$ cat config.mk
export PLATFORM = sky130hd
export DESIGN_NAME = mfgr_out_buf
export DESIGN_NICKNAME = d
export VERILOG_FILES = /design/src/hdl/mfgr_pkg.sv /design/src/hdl/mfgr_out_buf.sv
export SDC_FILE = /design/constraint.sdc
export NUM_CORES = 1
export LEC_CHECK = 0
export BUFFER_PORTS_ARGS = -buffer_cell sky130_fd_sc_hd__buf_2
export CAP_MARGIN = 40
export CORE_UTILIZATION = 51
export DETAILED_ROUTE_END_ITERATION = 8
export GPL_TIMING_DRIVEN = 1
export HOLD_SLACK_MARGIN = 0.15
export MAX_ROUTING_LAYER = met4
export PLACE_DENSITY = 0.83
export RECOVER_POWER = 25
export SLEW_MARGIN = 30
export SYNTH_ARGS = -nofsm -noshare
export SYNTH_HDL_FRONTEND = slang
export SYNTH_SLANG_ARGS = --single-unit
$ cat constraint.sdc
create_clock -name clk_i -period 2.5 [get_ports clk_i]
set_input_delay 0.375 -clock clk_i [delete_from_list [all_inputs] [get_ports clk_i]]
set_output_delay 0.375 -clock clk_i [all_outputs]
set_load 0.005 [all_outputs]
$ cat src/hdl/mfgr_pkg.sv
// Shared types and constants of the monochrome framebuffer glyph renderer.
package mfgr_pkg;

  localparam int unsigned GlyphBytes = 1280;
  localparam int unsigned GlyphCols  = 5;
  localparam int unsigned CellCols   = 6;

  typedef enum logic [1:0] {
    CMD_PIXEL = 2'd0,
    CMD_CHAR  = 2'd1,
    CMD_FONT  = 2'd2,
    CMD_FLUSH = 2'd3
  } cmd_e;

  typedef enum logic [2:0] {
    ST_CLEAR,
    ST_IDLE,
    ST_PIXEL,
    ST_DRAW,
    ST_FLUSH
  } state_e;

  // One framebuffer byte on its way to the output channel.
  typedef struct packed {
    logic [7:0] pixel_byte;
    logic       last_byte;
  } out_beat_t;

endpackage

$ cat src/hdl/mfgr_out_buf.sv
// Two-entry output buffer that decouples framebuffer reads from a stalling receiver.
module mfgr_out_buf (
  input  logic                 clk_i,
  input  logic                 rst_ni,
  input  logic                 push_i,
  input  mfgr_pkg::out_beat_t  push_beat_i,
  input  logic                 out_stall_i,
  output logic                 out_valid_o,
  output mfgr_pkg::out_beat_t  out_beat_o,
  output logic [1:0]           count_o
);

  mfgr_pkg::out_beat_t buf0_q, buf0_d, buf1_q, buf1_d;
  logic [1:0] cnt_q, cnt_d;
  logic       pop;

  assign pop         = (cnt_q != 2'd0) && !out_stall_i;
  assign out_valid_o = (cnt_q != 2'd0);
  assign out_beat_o  = buf0_q;
  assign count_o     = cnt_q;

  always_comb begin
    buf0_d = buf0_q;
    buf1_d = buf1_q;
    cnt_d  = cnt_q;
    case ({push_i, pop})
      2'b11: begin
        if (cnt_q == 2'd1) begin
          buf0_d = push_beat_i;
        end else begin
          buf0_d = buf1_q;
          buf1_d = push_beat_i;
        end
      end
      2'b01: begin
        buf0_d = buf1_q;
        cnt_d  = cnt_q - 2'd1;
      end
      2'b10: begin
        if (cnt_q == 2'd0) begin
          buf0_d = push_beat_i;
        end else begin
          buf1_d = push_beat_i;
        end
        cnt_d = cnt_q + 2'd1;
      end
      default: begin
      end
    endcase
  end

  always_ff @(posedge clk_i or negedge rst_ni) begin
    if (!rst_ni) begin
      cnt_q <= 2'd0;
    end else begin
      cnt_q <= cnt_d;
    end
  end

  always_ff @(posedge clk_i) begin
    buf0_q <= buf0_d;
    buf1_q <= buf1_d;
  end

endmodule

==> summary.txt <==
Status
  • Status: complete, no violations

Cells and area
  • N_diodes: 0
  • Most frequent cells in the layout: edfxtp_1, buf_2, mux2i_1, a21oi_1, clkbuf_1
  • Most common cell after layout, fill and taps aside: edfxtp_1
  • Share of cells above drive strength 1: 0.235
  • Design Area, Final: 0.00119 mm^2
  • Area growth from synthesis to layout: 19.1%
  • Nets@finish: 122

Power and ir drop
  • Comb power frac: 0.402
  • P_leak: 0.487 nW
  • Net switching power: 0.000464 W
  • Pwr Total: 0.00143 W
  • Int Power: 0.000965 W
  • Seq pwr share: 0.412
  • Power per cell area: 1200 mW/mm^2
  • Net Sw Frac: 0.325
  • Peak VDD IR: 781 uV
  • Clk network pwr share: 0.186

Timing
  • RSZ-0062 raised after global routing: no
  • Worst Tran Pin Value: 0.599 ns
  • Headroom to the max-slew limit: 0.601
  • Min cycle time layout: 2.16 ns
  • Final setup violation count: 0
  • Fin. Hold Viols: 0
  • FMAX: 462 MHz
  • Post-Route Setup TNS: 0 ns
  • Post-route clock period utilization: 0.866
  • Max Transition Viols Final: 0
  • Clock Skew: 0.00878 ns

Clock tree
  • H-tree levels: 1
  • Number of CTS-inserted buffers: 3
  • Hold Buf Count CTS: 1
  • Postcts setup bufs: 0
  • Register clock-pin slew on the reported worst setup and hold paths: 0.11 ns
  • CTS tree: built
  • CTS max path bufs: 2
  • Root buffer selected by CTS: clkbuf_4
  • Resized Gates After CTS: 0
  • Number of clock sinks: 20
  • Worst-skew pair later-pin latency: 0.31 ns

Synthesis
  • Largest area contributor in the netlist: edfxtp_1
  • Top cell type's share of synthesized area: 0.539
  • Post-Syn Instances: 75
  • #FFs+latches synth: 20
  • Ys flop type: edfxtp_1
  • Synth area leaders: edfxtp_1, mux2i_1, ha_1
  • Number of synthesized flops with an enable pin: 18
  • Post-Syn Area: 0.00100 mm^2
  • Count of cell types in the netlist: 19
  • Register area share after synthesis: 0.589
  • Synthesized net count: 94
  • Synth Warn #: 0
  • Mean Syn Cell Area: 13.4 um^2
  • Async S/R FF share, synth: 0.100

Min path
  • Hold Path End: buf1_q[8]
  • Hold Startpoint: push_beat_i[8]
  • HP Class: input pin to flip-flop
  • Hold path depth: 1

Die
  • DIE HEIGHT: 46.4 um
  • Die X: 46.4 um
  • Die ar.: 0.00215 mm^2
  • Initial Utilization: 0.563
  • CORE AREA: 0.00178 mm^2
  • Boundary pin count: 25
  • # rows: 15

Critical path
  • Setup CP Type: flip-flop to flip-flop
  • Reg2reg end: buf1_q[0]
  • CP endpoint kind: flip-flop
  • Worst R2R Start: count_o[0]
  • R2R Setup Slk: 0.34 ns
  • R2R cell count: 8
  • CP Max Fanout: 7
  • CP startpoint kind: flip-flop
  • CP required: 2.52 ns
  • CP Data Arrival Time: 2.19 ns
  • Cell Chain, Critical Path: inv_1, ha_1, or2_2, inv_1, ha_1, o21ai_0, a21oi_1, buf_4
  • Critical path's slowest cell: dfrtp_1
  • Slowest stage delay, CP: 0.44 ns

GRT
  • Pin count of the biggest net entering global routing: 22
  • First-pass GRT wire length: 3020 um
  • Initial antenna violation count: 0
  • Total GRT Usage: 0.215
  • Gr ovfl total: 0
  • Vias in the first global route: 656

Drt
  • Total Wirelength: 1890 um
  • Vias per inst: 5.50
  • Routed vias: 698
  • Initial DRC count: 17
  • TritonRoute pass-1 iters: 4
  • DRT antenna net count: 0
  • Routed len/inst: 14.9 um
  • DRC viols: 0

Place
  • DP Area: 0.00114 mm^2
  • Hpwl dp: 1320 um
  • Buffers on Ports: 24
  • GPL Wtd Cong: 0.722

Job
  • Max-capacitance violation count: 0
[metrics by stage]
stage	hold slack, ns	std cells	utilization	worst slack (ns)
finish	0.258	127	0.670	0.335
global route	0.254	127	0.670	0.178
CTS	0.256	127	0.676	0.319
detailed placement	0.167	122	0.641	0.337
global placement	0.161	122	0.641	0.425
floorplan	0.0794	75	-	0.380
[flip-flops by register name (all words and copies together), names as in the netlist]
register,flops
count_o,2
buf1_q,9
out_beat_o,9
[logic make-up after synthesis]
kind of cell	share of synthesized area
XOR/XNOR	0.00873
multiplexers	0.101
AND/OR/NAND/NOR	0.0249
flip-flops	0.589
adder cells (fa/ha/maj)	0.0748
AO/OA/AOI/OAI	0.146
buffers and inverters	0.0561
[final cells by class]
cell class                      instances  area (um^2)
Sequential cell                        20          591
Fill cell                             153          588
Multi-Input combinational cell         44          357
Timing Repair Buffer                   28          141
Tap cell                               25         31.3
Clock inverter                          1         30.0
Clock buffer                            3         22.5
Inverter                                6         22.5
[synthesized netlist by cell type, drive strengths merged, types with 2 or more instances]
cell type,n
mux2i,9
ha,6
inv,6
o21ai,3
dfrtp,2
edfxtp,18
nand2,2
buf,5
a21oi,9
a221oi,8
[power groups by stage]
| stage | logic (W) | clock network (W) | registers (W) |
|---|---|---|---|
| after floorplan | 0.000365 | 0 | 0.000611 |
| after global placement | 0.000558 | 0 | 0.000592 |
| after detailed placement | 0.000579 | 0 | 0.000599 |
| after CTS | 0.000584 | 0.000266 | 0.000592 |
| after global routing | 0.000646 | 0.000274 | 0.000610 |
| final | 0.000574 | 0.000265 | 0.000589 |
[how the worst max path moves through the flow]
stage	startpoint	end	slack [ns]	depth (start not counted)
3_5_place_dp	count_o[0]	buf1_q[4]	0.34	8
6_report	count_o[0]	buf1_q[0]	0.34	8
5_1_grt	count_o[0]	buf1_q[3]	0.18	8
4_1_cts	count_o[0]	buf1_q[0]	0.32	8
3_3_place_gp	count_o[0]	buf1_q[4]	0.42	8
2_1_floorplan	count_o[0]	buf1_q[0]	0.38	7
[worst max-delay path: cells and delay by family (launching register included)]
| kind | cells | cell delay [ns] |
|---|---|---|
| fa+ha+maj | 2 | 0.37 |
| flops | 1 | 0.44 |
| compound gates | 2 | 0.36 |
| buf+inv | 3 | 0.40 |
| simple gates | 1 | 0.31 |
[layer usage]
layer | up-vias | GRT usage | part of all wire
met5 | - | - | 0
li1 | 340 | - | -
met3 | 4 | 0.0392 | 0.032
met1 | 333 | 0.249 | 0.45
met2 | 21 | 0.344 | 0.50
met4 | 0 | 0.124 | 0.021
No activity file was read; power rests on OpenSTA's default activity.
